==> src/hdl/gbmp_pkg.sv <==
`default_nettype none

package gbmp_pkg;

   // controller -> datapath, one pulse per action
   typedef struct packed {
      logic init_clear;
      logic init_start;
      logic init_store;
      logic init_load;
      logic pixel;
      logic mean_start;
      logic out_load;
   } gbmp_cmd_type;

   // datapath -> controller
   typedef struct packed {
      logic div_busy;
      logic init_final;
      logic band_end;
      logic mean_last;
      logic out_free;
   } gbmp_status_type;

endpackage

`default_nettype wire

==> src/hdl/gbmp_divider.sv <==
`default_nettype none

// restoring divider, one quotient bit per cycle
module gbmp_divider #(
   parameter int N_BITS = 28,
   parameter int D_BITS = 14
) (
   input  wire logic              clock,
   input  wire logic              reset,
   input  wire logic              start,
   input  wire logic [N_BITS-1:0] numer,
   input  wire logic [D_BITS-1:0] denom,
   output logic                   busy,
   output logic [N_BITS-1:0]      quot
);

   localparam int CNT_BITS = $clog2(N_BITS + 1);

   logic                busy_ff, busy_in;
   logic [CNT_BITS-1:0] cnt_ff, cnt_in;
   logic [N_BITS-1:0]   quot_ff, quot_in;
   logic [D_BITS-1:0]   rem_ff, rem_in;
   logic [D_BITS-1:0]   denom_ff, denom_in;
   logic [D_BITS:0]     trial;
   logic [D_BITS:0]     diff;
   logic                fits;

   assign trial = {rem_ff, quot_ff[N_BITS-1]};
   assign fits  = trial >= {1'b0, denom_ff};
   assign diff  = trial - {1'b0, denom_ff};

   always_comb begin
      busy_in  = busy_ff;
      cnt_in   = cnt_ff;
      quot_in  = quot_ff;
      rem_in   = rem_ff;
      denom_in = denom_ff;
      if (start) begin
         busy_in  = 1'b1;
         cnt_in   = CNT_BITS'(N_BITS);
         quot_in  = numer;
         rem_in   = '0;
         denom_in = denom;
      end else if (busy_ff) begin
         // partial remainder stays below the divisor, so D_BITS hold it
         rem_in  = fits ? diff[D_BITS-1:0] : trial[D_BITS-1:0];
         quot_in = {quot_ff[N_BITS-2:0], fits};
         cnt_in  = cnt_ff - CNT_BITS'(1);
         busy_in = cnt_ff != CNT_BITS'(1);
      end
   end

   always_ff @(posedge clock) begin
      if (reset) begin
         busy_ff <= 1'b0;
         cnt_ff  <= '0;
      end else begin
         busy_ff <= busy_in;
         cnt_ff  <= cnt_in;
      end
   end

   always_ff @(posedge clock) begin
      quot_ff  <= quot_in;
      rem_ff   <= rem_in;
      denom_ff <= denom_in;
   end

   assign busy = busy_ff;
   assign quot = quot_ff;

endmodule

`default_nettype wire

==> src/hdl/gbmp_datapath.sv <==
`default_nettype none

module gbmp_datapath import gbmp_pkg::*; #(
   parameter int MAX_GRID    = 8,
   parameter int MAX_DIM     = 64,
   parameter int SAMPLE_BITS = 16,
   localparam int DIM_BITS   = $clog2(MAX_DIM + 1),
   localparam int G_BITS     = $clog2(MAX_GRID + 1),
   localparam int IDX_BITS   = (MAX_GRID > 1) ? $clog2(MAX_GRID * MAX_GRID) : 1
) (
   input  wire logic                   clock,
   input  wire logic                   reset,
   input  wire gbmp_cmd_type           cmd,
   output gbmp_status_type             status,
   input  wire logic [DIM_BITS-1:0]    eff_w,
   input  wire logic [DIM_BITS-1:0]    eff_h,
   input  wire logic [G_BITS-1:0]      g,
   input  wire logic [SAMPLE_BITS-1:0] pixel_value,
   input  wire logic                   rsp_ready,
   output logic                        rsp_valid,
   output logic [SAMPLE_BITS-1:0]      mean_value,
   output logic [IDX_BITS-1:0]         cell_index,
   output logic                        last_of_image
);

   localparam int GI_BITS   = (MAX_GRID > 1) ? $clog2(MAX_GRID) : 1;
   localparam int SUM_BITS  = SAMPLE_BITS + 2 * $clog2(MAX_DIM);
   localparam int AREA_BITS = 2 * DIM_BITS;
   localparam int ACC_BITS  = G_BITS + DIM_BITS;
   localparam int IW        = GI_BITS + G_BITS + 1;
   localparam int NEXT_IDX  = (MAX_GRID > 1) ? 1 : 0;

   // rings: entry 0 is always the current band
   logic [SUM_BITS-1:0] sum_ff [MAX_GRID];
   logic [SUM_BITS-1:0] sum_in [MAX_GRID];
   logic [DIM_BITS-1:0] wid_ff [MAX_GRID];
   logic [DIM_BITS-1:0] wid_in [MAX_GRID];
   logic [DIM_BITS-1:0] hgt_ff [MAX_GRID];
   logic [DIM_BITS-1:0] hgt_in [MAX_GRID];

   logic [DIM_BITS-1:0] col_left_ff, col_left_in;
   logic [DIM_BITS-1:0] row_left_ff, row_left_in;
   logic [GI_BITS-1:0]  col_band_ff, col_band_in;
   logic [GI_BITS-1:0]  row_band_ff, row_band_in;
   logic [GI_BITS-1:0]  mean_k_ff, mean_k_in;
   logic [GI_BITS-1:0]  init_k_ff, init_k_in;
   logic                axis_row_ff, axis_row_in;
   logic                rsp_valid_ff, rsp_valid_in;

   logic [ACC_BITS-1:0]    acc_ff, acc_in;
   logic [DIM_BITS-1:0]    prev_ff, prev_in;
   logic [DIM_BITS-1:0]    rh_ff, rh_in;
   logic [GI_BITS-1:0]     mean_row_ff, mean_row_in;
   logic                   last_band_ff, last_band_in;
   logic [SAMPLE_BITS-1:0] mean_ff, mean_in;
   logic [IDX_BITS-1:0]    idx_ff, idx_in;
   logic                   last_ff, last_in;

   logic [GI_BITS-1:0]   g_m1;
   logic                 g_one;
   logic                 col_adv;
   logic                 row_end;
   logic                 band_end;
   logic                 init_last;
   logic                 mean_last;
   logic                 out_free;
   logic [DIM_BITS-1:0]  next_w;
   logic [DIM_BITS-1:0]  next_h;
   logic [SUM_BITS-1:0]  head_sum;
   logic [DIM_BITS-1:0]  init_dim;
   logic [ACC_BITS-1:0]  acc_next;
   logic [AREA_BITS-1:0] area;
   logic                 div_start;
   logic [SUM_BITS-1:0]  div_numer;
   logic [AREA_BITS-1:0] div_denom;
   logic                 div_busy;
   logic [SUM_BITS-1:0]  quot;
   logic [DIM_BITS-1:0]  q_dim;
   logic [DIM_BITS-1:0]  new_width;
   logic [IW-1:0]        idx_full;

   assign g_m1      = GI_BITS'(g - G_BITS'(1));
   assign g_one     = g == G_BITS'(1);
   assign col_adv   = col_left_ff == DIM_BITS'(1);
   assign row_end   = col_adv && (col_band_ff == g_m1);
   assign band_end  = row_end && (row_left_ff == DIM_BITS'(1));
   assign init_last = init_k_ff == g_m1;
   assign mean_last = mean_k_ff == g_m1;
   assign out_free  = !rsp_valid_ff || rsp_ready;
   assign next_w    = g_one ? wid_ff[0] : wid_ff[NEXT_IDX];
   assign next_h    = g_one ? hgt_ff[0] : hgt_ff[NEXT_IDX];
   assign head_sum  = sum_ff[0] + SUM_BITS'(pixel_value);
   assign init_dim  = axis_row_ff ? eff_h : eff_w;
   assign acc_next  = acc_ff + ACC_BITS'(init_dim);
   assign area      = AREA_BITS'(wid_ff[0]) * AREA_BITS'(rh_ff);
   assign q_dim     = quot[DIM_BITS-1:0];
   assign new_width = q_dim - prev_ff;
   assign idx_full  = IW'(mean_k_ff) * IW'(g) + IW'(mean_row_ff);

   // band boundaries floor(i*dim/g) during setup, cell means afterwards
   assign div_start = cmd.init_start || cmd.mean_start;
   assign div_numer = cmd.mean_start ? sum_ff[0] : SUM_BITS'(acc_next);
   assign div_denom = cmd.mean_start ? area : AREA_BITS'(g);

   gbmp_divider #(
      .N_BITS(SUM_BITS),
      .D_BITS(AREA_BITS)
   ) u_div (
      .clock(clock),
      .reset(reset),
      .start(div_start),
      .numer(div_numer),
      .denom(div_denom),
      .busy (div_busy),
      .quot (quot)
   );

   // ring updates; rotation runs over the first g entries only
   always_comb begin
      sum_in = sum_ff;
      wid_in = wid_ff;
      hgt_in = hgt_ff;
      if (cmd.init_clear) begin
         for (int i = 0; i < MAX_GRID; i++) begin
            sum_in[i] = '0;
         end
      end else if (cmd.pixel) begin
         if (col_adv) begin
            for (int i = 0; i < MAX_GRID; i++) begin
               if (G_BITS'(i + 1) < g) begin
                  sum_in[i] = sum_ff[(i + 1) % MAX_GRID];
                  wid_in[i] = wid_ff[(i + 1) % MAX_GRID];
               end else if (G_BITS'(i + 1) == g) begin
                  sum_in[i] = head_sum;
                  wid_in[i] = wid_ff[0];
               end
            end
         end else begin
            sum_in[0] = head_sum;
         end
         if (band_end) begin
            for (int i = 0; i < MAX_GRID; i++) begin
               if (G_BITS'(i + 1) < g) begin
                  hgt_in[i] = hgt_ff[(i + 1) % MAX_GRID];
               end else if (G_BITS'(i + 1) == g) begin
                  hgt_in[i] = hgt_ff[0];
               end
            end
         end
      end else if (cmd.mean_start) begin
         // sum taken by the divider, zero shifts in behind it
         for (int i = 0; i < MAX_GRID; i++) begin
            if (G_BITS'(i + 1) < g) begin
               sum_in[i] = sum_ff[(i + 1) % MAX_GRID];
               wid_in[i] = wid_ff[(i + 1) % MAX_GRID];
            end else if (G_BITS'(i + 1) == g) begin
               sum_in[i] = '0;
               wid_in[i] = wid_ff[0];
            end
         end
      end
      if (cmd.init_store) begin
         for (int i = 0; i < MAX_GRID; i++) begin
            if (init_k_ff == GI_BITS'(i)) begin
               if (axis_row_ff) begin
                  hgt_in[i] = new_width;
               end else begin
                  wid_in[i] = new_width;
               end
            end
         end
      end
   end

   always_comb begin
      col_left_in  = col_left_ff;
      row_left_in  = row_left_ff;
      col_band_in  = col_band_ff;
      row_band_in  = row_band_ff;
      mean_k_in    = mean_k_ff;
      init_k_in    = init_k_ff;
      axis_row_in  = axis_row_ff;
      acc_in       = acc_ff;
      prev_in      = prev_ff;
      rh_in        = rh_ff;
      mean_row_in  = mean_row_ff;
      last_band_in = last_band_ff;
      mean_in      = mean_ff;
      idx_in       = idx_ff;
      last_in      = last_ff;
      rsp_valid_in = rsp_valid_ff && !rsp_ready;

      if (cmd.init_clear) begin
         init_k_in   = '0;
         axis_row_in = 1'b0;
         acc_in      = '0;
         prev_in     = '0;
      end
      if (cmd.init_start) begin
         acc_in = acc_next;
      end
      if (cmd.init_store) begin
         if (init_last) begin
            if (!axis_row_ff) begin
               axis_row_in = 1'b1;
               init_k_in   = '0;
               acc_in      = '0;
               prev_in     = '0;
            end
         end else begin
            init_k_in = init_k_ff + GI_BITS'(1);
            prev_in   = q_dim;
         end
      end
      if (cmd.init_load) begin
         col_left_in = wid_ff[0];
         row_left_in = hgt_ff[0];
         col_band_in = '0;
         row_band_in = '0;
      end
      if (cmd.pixel) begin
         if (col_adv) begin
            col_left_in = next_w;
            col_band_in = row_end ? '0 : col_band_ff + GI_BITS'(1);
         end else begin
            col_left_in = col_left_ff - DIM_BITS'(1);
         end
         if (row_end) begin
            if (band_end) begin
               row_left_in  = next_h;
               row_band_in  = (row_band_ff == g_m1) ? '0 : row_band_ff + GI_BITS'(1);
               rh_in        = hgt_ff[0];
               mean_row_in  = row_band_ff;
               last_band_in = row_band_ff == g_m1;
               mean_k_in    = '0;
            end else begin
               row_left_in = row_left_ff - DIM_BITS'(1);
            end
         end
      end
      if (cmd.out_load) begin
         mean_k_in    = mean_k_ff + GI_BITS'(1);
         mean_in      = quot[SAMPLE_BITS-1:0];
         idx_in       = idx_full[IDX_BITS-1:0];
         last_in      = last_band_ff && mean_last;
         rsp_valid_in = 1'b1;
      end
   end

   always_ff @(posedge clock) begin
      if (reset) begin
         col_left_ff  <= '0;
         row_left_ff  <= '0;
         col_band_ff  <= '0;
         row_band_ff  <= '0;
         mean_k_ff    <= '0;
         init_k_ff    <= '0;
         axis_row_ff  <= 1'b0;
         rsp_valid_ff <= 1'b0;
      end else begin
         col_left_ff  <= col_left_in;
         row_left_ff  <= row_left_in;
         col_band_ff  <= col_band_in;
         row_band_ff  <= row_band_in;
         mean_k_ff    <= mean_k_in;
         init_k_ff    <= init_k_in;
         axis_row_ff  <= axis_row_in;
         rsp_valid_ff <= rsp_valid_in;
      end
   end

   always_ff @(posedge clock) begin
      sum_ff       <= sum_in;
      wid_ff       <= wid_in;
      hgt_ff       <= hgt_in;
      acc_ff       <= acc_in;
      prev_ff      <= prev_in;
      rh_ff        <= rh_in;
      mean_row_ff  <= mean_row_in;
      last_band_ff <= last_band_in;
      mean_ff      <= mean_in;
      idx_ff       <= idx_in;
      last_ff      <= last_in;
   end

   assign status.div_busy   = div_busy;
   assign status.init_final = init_last && axis_row_ff;
   assign status.band_end   = band_end;
   assign status.mean_last  = mean_last;
   assign status.out_free   = out_free;

   assign rsp_valid     = rsp_valid_ff;
   assign mean_value    = mean_ff;
   assign cell_index    = idx_ff;
   assign last_of_image = last_ff;

   a_load_free: assert property (@(posedge clock) disable iff (reset)
      cmd.out_load |-> out_free)
      else $error("result register overwritten while full");

   a_pixel_idle: assert property (@(posedge clock) disable iff (reset)
      cmd.pixel |-> !div_busy)
      else $error("pixel taken while divider busy");

   a_area: assert property (@(posedge clock) disable iff (reset)
      cmd.mean_start |-> area != '0)
      else $error("empty cell reached the divider");

   a_counts: assert property (@(posedge clock) disable iff (reset)
      cmd.init_load |=> (col_left_ff != '0) && (row_left_ff != '0))
      else $error("band countdown loaded with zero");

endmodule

`default_nettype wire

==> src/hdl/gbmp_ctrl.sv <==
`default_nettype none

module gbmp_ctrl import gbmp_pkg::*; (
   input  wire logic            clock,
   input  wire logic            reset,
   input  wire logic            restart,
   input  wire logic            req_valid,
   output logic                 req_ready,
   input  wire gbmp_status_type status,
   output gbmp_cmd_type         cmd
);

   typedef enum logic [2:0] {
      INIT_CLR,
      INIT_START,
      INIT_WAIT,
      INIT_LOAD,
      RUN,
      MEAN_START,
      MEAN_WAIT
   } state_type;

   state_type state_ff, state_in;

   always_comb begin
      cmd      = '0;
      state_in = state_ff;
      case (state_ff)
         INIT_CLR: begin
            cmd.init_clear = 1'b1;
            state_in       = INIT_START;
         end
         INIT_START: begin
            cmd.init_start = 1'b1;
            state_in       = INIT_WAIT;
         end
         INIT_WAIT: begin
            if (!status.div_busy) begin
               cmd.init_store = 1'b1;
               state_in       = status.init_final ? INIT_LOAD : INIT_START;
            end
         end
         INIT_LOAD: begin
            cmd.init_load = 1'b1;
            state_in      = RUN;
         end
         RUN: begin
            if (req_valid) begin
               cmd.pixel = 1'b1;
               if (status.band_end) begin
                  state_in = MEAN_START;
               end
            end
         end
         MEAN_START: begin
            cmd.mean_start = 1'b1;
            state_in       = MEAN_WAIT;
         end
         MEAN_WAIT: begin
            if (!status.div_busy && status.out_free) begin
               cmd.out_load = 1'b1;
               state_in     = status.mean_last ? RUN : MEAN_START;
            end
         end
         default: begin
            state_in = INIT_CLR;
         end
      endcase
      if (restart) begin
         state_in = INIT_CLR;
      end
   end

   always_ff @(posedge clock) begin
      if (reset) begin
         state_ff <= INIT_CLR;
      end else begin
         state_ff <= state_in;
      end
   end

   assign req_ready = state_ff == RUN;

endmodule

`default_nettype wire

==> src/hdl/grid_block_mean_pooling_core.sv <==
`default_nettype none

// Grid mean pooling over a raster-order image. Pixels enter row by row on
// req_*, one word per cycle while the core runs. The image is cut into a
// g x g grid (bands start at floor(i*dim/g)); on the last pixel of each row
// band the core stops taking pixels and produces g cell means, in column
// band order, through one shared restoring divider at one quotient bit per
// cycle. The last mean may still sit in the output register while the next
// pixels are taken. After reset and after every register write the core
// computes its band sizes with the same divider, and during that time no
// pixel is taken. A register write restarts the image.
// Registers: 0x0 image_width, 0x4 image_height, 0x8 grid_count.
module grid_block_mean_pooling_core import gbmp_pkg::*; #(
   parameter int MAX_GRID    = 8,
   parameter int MAX_DIM     = 64,
   parameter int SAMPLE_BITS = 16,
   localparam int IDX_BITS   = (MAX_GRID > 1) ? $clog2(MAX_GRID * MAX_GRID) : 1
) (
   input  wire logic                   clock,
   input  wire logic                   reset,
   input  wire logic                   req_valid,
   output logic                        req_ready,
   input  wire logic [SAMPLE_BITS-1:0] req_pixel_value,
   output logic                        rsp_valid,
   input  wire logic                   rsp_ready,
   output logic [SAMPLE_BITS-1:0]      rsp_mean_value,
   output logic [IDX_BITS-1:0]         rsp_cell_index,
   output logic                        rsp_last_of_image,
   input  wire logic                   psel,
   input  wire logic                   penable,
   input  wire logic                   pwrite,
   input  wire logic [3:0]             paddr,
   input  wire logic [31:0]            pwdata,
   output logic [31:0]                 prdata,
   output logic                        pready
);

   localparam int DIM_BITS      = $clog2(MAX_DIM + 1);
   localparam int G_BITS        = $clog2(MAX_GRID + 1);
   localparam int CFG_DIM_BITS  = 7;
   localparam int CFG_GRID_BITS = 4;
   localparam int EXT           = (DIM_BITS > CFG_DIM_BITS) ? DIM_BITS : CFG_DIM_BITS;

   localparam logic [1:0] REG_WIDTH  = 2'd0;
   localparam logic [1:0] REG_HEIGHT = 2'd1;
   localparam logic [1:0] REG_GRID   = 2'd2;

   logic [CFG_DIM_BITS-1:0]  width_ff, width_in;
   logic [CFG_DIM_BITS-1:0]  height_ff, height_in;
   logic [CFG_GRID_BITS-1:0] grid_ff, grid_in;
   logic                     wr;
   logic                     restart;

   logic [EXT-1:0]      w_ext, h_ext, g_ext;
   logic [DIM_BITS-1:0] eff_w, eff_h, min_dim;
   logic [G_BITS-1:0]   eff_g;

   gbmp_cmd_type    cmd;
   gbmp_status_type status;

   assign pready = 1'b1;
   assign wr     = psel && penable && pwrite;

   always_comb begin
      width_in  = width_ff;
      height_in = height_ff;
      grid_in   = grid_ff;
      restart   = 1'b0;
      if (wr) begin
         case (paddr[3:2])
            REG_WIDTH: begin
               width_in = pwdata[CFG_DIM_BITS-1:0];
               restart  = 1'b1;
            end
            REG_HEIGHT: begin
               height_in = pwdata[CFG_DIM_BITS-1:0];
               restart   = 1'b1;
            end
            REG_GRID: begin
               grid_in = pwdata[CFG_GRID_BITS-1:0];
               restart = 1'b1;
            end
            default: begin
            end
         endcase
      end
   end

   always_ff @(posedge clock) begin
      if (reset) begin
         width_ff  <= CFG_DIM_BITS'(32);
         height_ff <= CFG_DIM_BITS'(32);
         grid_ff   <= CFG_GRID_BITS'(4);
      end else begin
         width_ff  <= width_in;
         height_ff <= height_in;
         grid_ff   <= grid_in;
      end
   end

   always_comb begin
      case (paddr[3:2])
         REG_WIDTH:  prdata = 32'(width_ff);
         REG_HEIGHT: prdata = 32'(height_ff);
         REG_GRID:   prdata = 32'(grid_ff);
         default:    prdata = '0;
      endcase
   end

   // zero reads as one, oversize clamps; grid never exceeds the shorter side
   always_comb begin
      w_ext = EXT'(width_ff);
      h_ext = EXT'(height_ff);
      g_ext = EXT'(grid_ff);
      if (w_ext == '0) begin
         w_ext = EXT'(1);
      end else if (w_ext > EXT'(MAX_DIM)) begin
         w_ext = EXT'(MAX_DIM);
      end
      if (h_ext == '0) begin
         h_ext = EXT'(1);
      end else if (h_ext > EXT'(MAX_DIM)) begin
         h_ext = EXT'(MAX_DIM);
      end
      eff_w   = DIM_BITS'(w_ext);
      eff_h   = DIM_BITS'(h_ext);
      min_dim = (eff_w < eff_h) ? eff_w : eff_h;
      if (g_ext == '0) begin
         g_ext = EXT'(1);
      end else if (g_ext > EXT'(MAX_GRID)) begin
         g_ext = EXT'(MAX_GRID);
      end
      if (g_ext > EXT'(min_dim)) begin
         g_ext = EXT'(min_dim);
      end
      eff_g = G_BITS'(g_ext);
   end

   gbmp_ctrl u_ctrl (
      .clock    (clock),
      .reset    (reset),
      .restart  (restart),
      .req_valid(req_valid),
      .req_ready(req_ready),
      .status   (status),
      .cmd      (cmd)
   );

   gbmp_datapath #(
      .MAX_GRID   (MAX_GRID),
      .MAX_DIM    (MAX_DIM),
      .SAMPLE_BITS(SAMPLE_BITS)
   ) u_dp (
      .clock        (clock),
      .reset        (reset),
      .cmd          (cmd),
      .status       (status),
      .eff_w        (eff_w),
      .eff_h        (eff_h),
      .g            (eff_g),
      .pixel_value  (req_pixel_value),
      .rsp_ready    (rsp_ready),
      .rsp_valid    (rsp_valid),
      .mean_value   (rsp_mean_value),
      .cell_index   (rsp_cell_index),
      .last_of_image(rsp_last_of_image)
   );

endmodule

`default_nettype wire
==> config.mk <==
export PLATFORM = sky130hd
export DESIGN_NAME = grid_block_mean_pooling_core
export DESIGN_NICKNAME = d
export VERILOG_FILES = /design/src/hdl/gbmp_pkg.sv /design/src/hdl/gbmp_divider.sv /design/src/hdl/gbmp_datapath.sv /design/src/hdl/gbmp_ctrl.sv /design/src/hdl/grid_block_mean_pooling_core.sv
export SDC_FILE = /design/constraint.sdc
export NUM_CORES = 2
export LEC_CHECK = 0
export BUFFER_PORTS_ARGS = -buffer_cell sky130_fd_sc_hd__buf_2
export CAP_MARGIN = 30
export CELL_PAD_IN_SITES_DETAIL_PLACEMENT = 0
export CELL_PAD_IN_SITES_GLOBAL_PLACEMENT = 1
export CORE_ASPECT_RATIO = 0.6
export CORE_MARGIN = 2
export CORE_UTILIZATION = 48
export DETAILED_ROUTE_END_ITERATION = 12
export GPL_TIMING_DRIVEN = 0
export PLACE_DENSITY = 0.77
export SLEW_MARGIN = 20
export SYNTH_ARGS = -nofsm -noshare
export SYNTH_HDL_FRONTEND = slang
export SYNTH_HIERARCHICAL = 1
export SYNTH_SLANG_ARGS = --single-unit
==> constraint.sdc <==
create_clock -name clock -period 15.37 [get_ports clock]
set_input_delay 0.7685 -clock clock [delete_from_list [all_inputs] [get_ports clock]]
set_output_delay 0.7685 -clock clock [all_outputs]
set_load 0.05 [all_outputs]
; ---- Word level (Yosys, flattened, before mapping)
; Cells that the tools add are included.
; W data, S select, Z words.
[classes]
eq_ne = 37
n_reduce_logical = 50
mux = 185
magnitude_cmp = 14
n_mul = 2
n_addsub = 13
[ops]
columns = op, n
row1 = $mux W28, 36
row2 = $mux W7, 81
row3 = $mux W56, 9
row4 = $mux W224, 2
row5 = $mux W196, 1
row6 = $mux W3, 21
row7 = $mux W11, 5
row8 = $reduce_and A3 Y1, 10
row9 = $add A28 B16 Y28, 1
row10 = $reduce_bool A2 Y1, 13
row11 = $eq A3 B3 Y1 const B, 7
row12 = $pmux W3 S7, 1
row13 = $pmux W7 S3, 1
row14 = $mux W1, 20
row15 = $eq A3 B4 Y1 const A, 4
row16 = $lt A3 B4 Y1 const A, 4
row17 = $mux W4, 4
row18 = $ge A15 B14 Y1, 1
row19 = $eq A7 B1 Y1 const B, 2
row20 = $gt A7 B7 Y1 const B, 2
row21 = $logic_not A7 Y1, 2
row22 = $mul A7 B7 Y14, 1
row23 = $mux W14, 1
row24 = $sub A14 B14 Y14, 1
row25 = other kinds (40), 71
[word_totals]
output_inout_bits = 58
word_cells = 352
ff_bits = 499
inputBits = 59

; ---- Depth between registers and ports, before layout
[logic_depth]
ltp_word = 17
ltp_mapped = 25
ltp_nobuf = 23

; ---- Cells and area by module
; Netlist, hierarchy kept.
[by_module_without_submodules]
columns = mod, cells_each, area_per_inst_um2, instances, seq_area_each_um2
row1 = gbmp_datapath, 2772, 23301.1, 1, 8668.3
row2 = gbmp_divider, 285, 3250.6, 1, 1661.6
row3 = grid_block_mean_pooling_core, 194, 1607.8, 1, 360.3
row4 = gbmp_ctrl, 30, 237.7, 1, 60.1

; ---- Worst setup path after synthesis
; OpenSTA, ideal clock, no wires.
[synth_path]
path_type = reg2reg
start = register width_ff[6]
end = register u_dp.idx_ff[5], in the netlist u_dp/cell_index[5], data pin
slack_ns = 9.535
stages_incl_launch_ff = 25
required_ns = 15.111
path_buffers = 3
synth_period_minus_slack_ns = 5.835
setup_time_ns = 0.259
arrival_ns = 5.575
path_cell_list = dfxtp_1 > nor2b_1 > ha_1 > a21o_1 > a21o_1 > a211oi_4 > o21ai_4 > mux2i_1 > ha_1 > a211oi_1 > nand2_1 > o2111ai_1 > mux2i_1 > mux2i_1 > clkbuf_1 > buf_1 > clkbuf_1 > nand2_1 > fa_1 > inv_1 > ha_1 > ha_1 > a21o_1 > a21oi_1 > xnor2_1
[synth_via]
elab_chain_len = 9
word_cells_on_any_way = 10
cone_classes = add/sub: 1 / mul: 1 / order compare: 3 / mux: 4 / reduce/logical: 1
[synth_rtl]
columns = element, line_no
row1 = "start, declared", grid_block_mean_pooling_core.sv:48  ; logic [CFG_DIM_BITS-1:0] width_ff, width_in;
row2 = "start signal, assigned", grid_block_mean_pooling_core.sv:95  ; width_ff <= width_in;
row3 = $gt A7 B7 Y1, grid_block_mean_pooling_core.sv:117  ; end else if (w_ext > EXT'(MAX_DIM)) begin
row4 = $mux W7, grid_block_mean_pooling_core.sv:117
row5 = $mux W7 (*), grid_block_mean_pooling_core.sv:115  ; if (w_ext == '0) begin
row6 = net eff_w[4], grid_block_mean_pooling_core.sv:55  ; logic [DIM_BITS-1:0] eff_w, eff_h, min_dim;
row7 = $lt A7 B7 Y1, grid_block_mean_pooling_core.sv:127  ; min_dim = (eff_w < eff_h) ? eff_w : eff_h;
row8 = $mux W7 (*), grid_block_mean_pooling_core.sv:127
row9 = $gt A4 B7 Y1, grid_block_mean_pooling_core.sv:133  ; if (g_ext > EXT'(min_dim)) begin
row10 = $mux W4 (*), grid_block_mean_pooling_core.sv:133
row11 = net g_ext[3], grid_block_mean_pooling_core.sv:54  ; logic [EXT-1:0] w_ext, h_ext, g_ext;
row12 = $mul A3 B4 Y6 (*), gbmp_datapath.sv:98  ; assign idx_full = IW'(mean_k_ff) * IW'(g) + IW'(mean_row_ff);
row13 = $add A6 B3 Y6 (*), gbmp_datapath.sv:98
row14 = net u_dp.idx_full[5], gbmp_datapath.sv:80  ; logic [IW-1:0] idx_full;
row15 = "end signal, assigned", gbmp_datapath.sv:282  ; idx_ff <= idx_in;
row16 = "end, declared", gbmp_datapath.sv:56  ; logic [IDX_BITS-1:0] idx_ff, idx_in;
; Mark *: on every way through the listed nets, which the timed path passes. The rest lies on a longest branch.
; A chain may end at the register's enable or synchronous reset.

; ---- Worst setup path after layout
; Same ends and word-level chain as after synthesis.

==> results_dict.tcl <==
set metrics [dict create \
    status "complete, no violations" \
    period_needed_ns 8.12 \
    cts_tree "done" \
    crit_arrival_ns 8.48 \
    drtIter0Drc 3724 \
    regArea_um2 10800 \
    cts_resized 0 \
    drive_gt1_share_pct 11.2 \
    diodes 0 \
    reg2reg_to "u_dp/cell_index[5]" \
    timing.rr.start "width_ff[6]" \
    r2r_slack_ns 7.25 \
    worstPathRequired_ns 15.73 \
    post-route-drc-count 0 \
    reg2regPathDepth 24 \
    cts.sinks 499 \
    slew_headroom_pct 22.6 \
    layout_setup_ws_ns 7.25 \
    synth_ff_type "dfxtp_1" \
    wl_um 110000 \
    synth_top_cell_by_area "dfxtp_1" \
    final-hold-violation-count 0 \
    synth-edff-count 76 \
    crit_fanout 10 \
    fp.dieW_um 318 \
    finalCritPeriodShare_pct 52.9 \
    cts_buffer_depth 3 \
    clk_pin_slew_ns 0.06 \
    worst-setup-path-type "register to register" \
    postSynthAreaPerCell_um2 8.66 \
    max_freq_ghz 0.123 \
    synth_top_area_share_pct 29.8 \
    first_pass_iters 6 \
    cp_cell_sequence "nor2b_1, ha_1, a21o_1, a21o_1, a211oi_4, o21ai_4, mux2i_1, ha_1, a211oi_1, nand2_1, o2111ai_1, mux2i_1, mux2i_1, clkbuf_1, buf_1, clkbuf_1, nand2_1, fa_1, inv_1, ha_1, ha_1, a21o_1, a21oi_1, xnor2_1" \
    wl_per_cell_um 25.9 \
    ys_async_sr_fraction_pct 0 \
    start_util_pct 48.3 \
    p_per_area_nw_per_um2 165 \
    synthTopCellsByCount "423 x dfxtp_1, 404 x nor2_1, 245 x o21ai_0, 198 x nand2_1, 193 x nor3_1" \
    rsz0062_at_grt "no" \
    finalSetupTns_ns 0 \
    core_um2 58800 \
    drv_slew 0 \
    syn2layout_area_growth_pct 11.6 \
    min-delay-start "pwdata[5]" \
    critPathMaxStageDelay_ns 0.84 \
    cts_root_buf "clkbuf_16" \
    std_cell_rows 69 \
    gr-total-overflow 0 \
    n_fill_cell 5451 \
    cts_setup_buffers 0 \
    grt_pass1_wl_um 162000 \
    maxCapViolCount 0 \
    whs_path_depth 2 \
    h-tree-depth 2 \
    yosys_warnings 6 \
    grt_max_degree 30 \
    num_io_pins 117 \
    die_h_um 192 \
    p_leak_nw 12.6 \
    cts_made_buffers 50 \
    multi_input_area_um2 16300 \
    ys_seq_area_share_pct 37.9 \
    gp_congestion 0.987 \
    hold_path_class "primary input to register" \
    dr_total_vias 27200 \
    cp-start-kind "register" \
    peakVddDrop_v 0.000352 \
    tightest_slew_ns 1.15 \
    final_nets 3638 \
    clk_latency_ns 0.63 \
    crit_path_end_kind "register" \
    crit_top_cell "ha_1" \
    fin_worst_skew_ns 0.0222 \
    post-synth-top-count-cell "dfxtp_1" \
    dieArea_um2 61200 \
    antenna_found_initial 1 \
    dp_slack_ns 7.55 \
    netlist_instances 3281 \
    setup_viol 0 \
    port-buffer-count 62 \
    synth.top_cells.by_area "dfxtp_1 30%, edfxtp_1 8.0%, nor2_1 5.3%" \
    min_to "height_ff[5]" \
    place_hpwl_um 84800 \
    viasPerCell 6.40 \
    cts_hold_buf 0 \
    grt_pass1_vias 24600 \
    ys_ff_latch 499 \
    syn-cell-area_um2 28400 \
    synth_cell_types 112 \
    grt_usage_pct 35.2 \
    ant_nets 0 \
    critPathSlowestCell "buf_1" \
]
-- per-stage QoR --
| step | total power (W) | instance area, um2 | utilization, % | cells | hold slack [ns] |
|---|---|---|---|---|---|
| 6_report | 0.00522 | 31700 | 53.9 | 4250 | 0.384 |
| 2_1_floorplan | 0.00323 | 28500 | - | 3305 | 0.406 |
| 4_1_cts | 0.00519 | 31700 | 53.9 | 4250 | 0.358 |
| 3_3_place_gp | 0.00385 | 29800 | 50.6 | 4148 | 0.417 |
| 3_5_place_dp | 0.00391 | 30000 | 51.1 | 4160 | 0.418 |
| 5_1_grt | 0.00552 | 31700 | 53.9 | 4250 | 0.388 |
-- kinds of logic (layout without fill, tap and decap cells) --
logic type | Yosys count | after routing | synth area share [%]
AOI/OAI and AO/OA | 923 | 923 | 22.3
and+or+nand+nor | 1093 | 1093 | 18.3
other | 2 | 26 | 0.0264
adders and majority gates | 148 | 148 | 7.37
DFF | 499 | 499 | 37.9
buffers and inverters | 376 | 540 | 5.69
xor gates and xnor gates | 87 | 87 | 2.81
muxes | 153 | 153 | 5.65
-- final cells by class --
class / instances / share of cell area (%)
clock inverter: 24 / 0.718
sequential: 499 / 33.9
inverter: 99 / 1.17
multi-input combinational: 2430 / 51.4
clock buffer: 66 / 4.52
timing repair buffer: 74 / 1.31
tap: 781 / 3.08
buffer: 277 / 3.93
-- sequential cells by signal (all words and copies together), names as in the netlist, 11 cells and up --
| name | count |
|---|---|
| u_dp/acc_ff | 11 |
| u_dp/hgt_ff | 56 |
| u_dp/mean_value | 16 |
| u_dp/sum_ff | 224 |
| u_dp/u_div/denom_ff | 14 |
| u_dp/u_div/quot | 28 |
| u_dp/u_div/rem_ff | 14 |
| u_dp/wid_ff | 56 |
-- placed cells by master (no fill, tap or decap), drive strengths merged, types with 16 or more instances in the layout --
master  instances
a21oi         160
fa             32
nor2          414
inv           101
a31oi          37
o22ai          39
conb           26
clkbuf        251
nand2b         16
a22o           18
ha            116
nor2b          29
edfxtp         76
buf           165
a22oi          16
xnor2          48
xor2           38
nor3          195
nand2         203
a221oi        141
a21o           26
mux2i          94
and2           75
dfxtp         423
nand3          68
o21ai         251
mux2           59
o22a           43
a211oi         53
o221ai         32
o211ai         24
-- critical path: cells and delay by family (launching register included) --
family                     cells  cell delay (ns)
buffers and inverters          4             2.20
adders and majority gates      5             1.81
AOI/OAI and AO/OA              8             1.74
muxes                          3             1.12
DFF                            1             0.48
and+or+nand+nor                3             0.40
xor gates and xnor gates       1             0.09
-- routing by layer --
metal	vias up	wire length (um)	track usage, %
met5	-	0	0
met4	0	1980	7.36
met3	143	15100	10.6
met2	1664	39900	44.6
met1	13200	53100	56.3
li1	12200	-	-
-- where the power goes --
group	switching, W	leakage (nW)	internal [W]
clock	0.000566	0.812	0.000695
combinational	0.00147	7.65	0.000954
sequential	0.0000954	4.13	0.00144
-- worst max-delay path by stage --
stage | end | slack (ns) | cells past startpoint | startpoint
after global routing | u_dp/cell_index[5] | 7.11 | 25 | height_ff[6]
after CTS | u_dp/cell_index[5] | 7.52 | 24 | width_ff[6]
final | u_dp/cell_index[5] | 7.25 | 24 | width_ff[6]
after global placement | u_dp/cell_index[5] | 7.60 | 24 | width_ff[6]
after detailed placement | u_dp/cell_index[5] | 7.55 | 24 | width_ff[6]
after floorplan | u_dp/cell_index[5] | 9.54 | 24 | width_ff[6]
No activity file was read; power rests on OpenSTA's default activity.
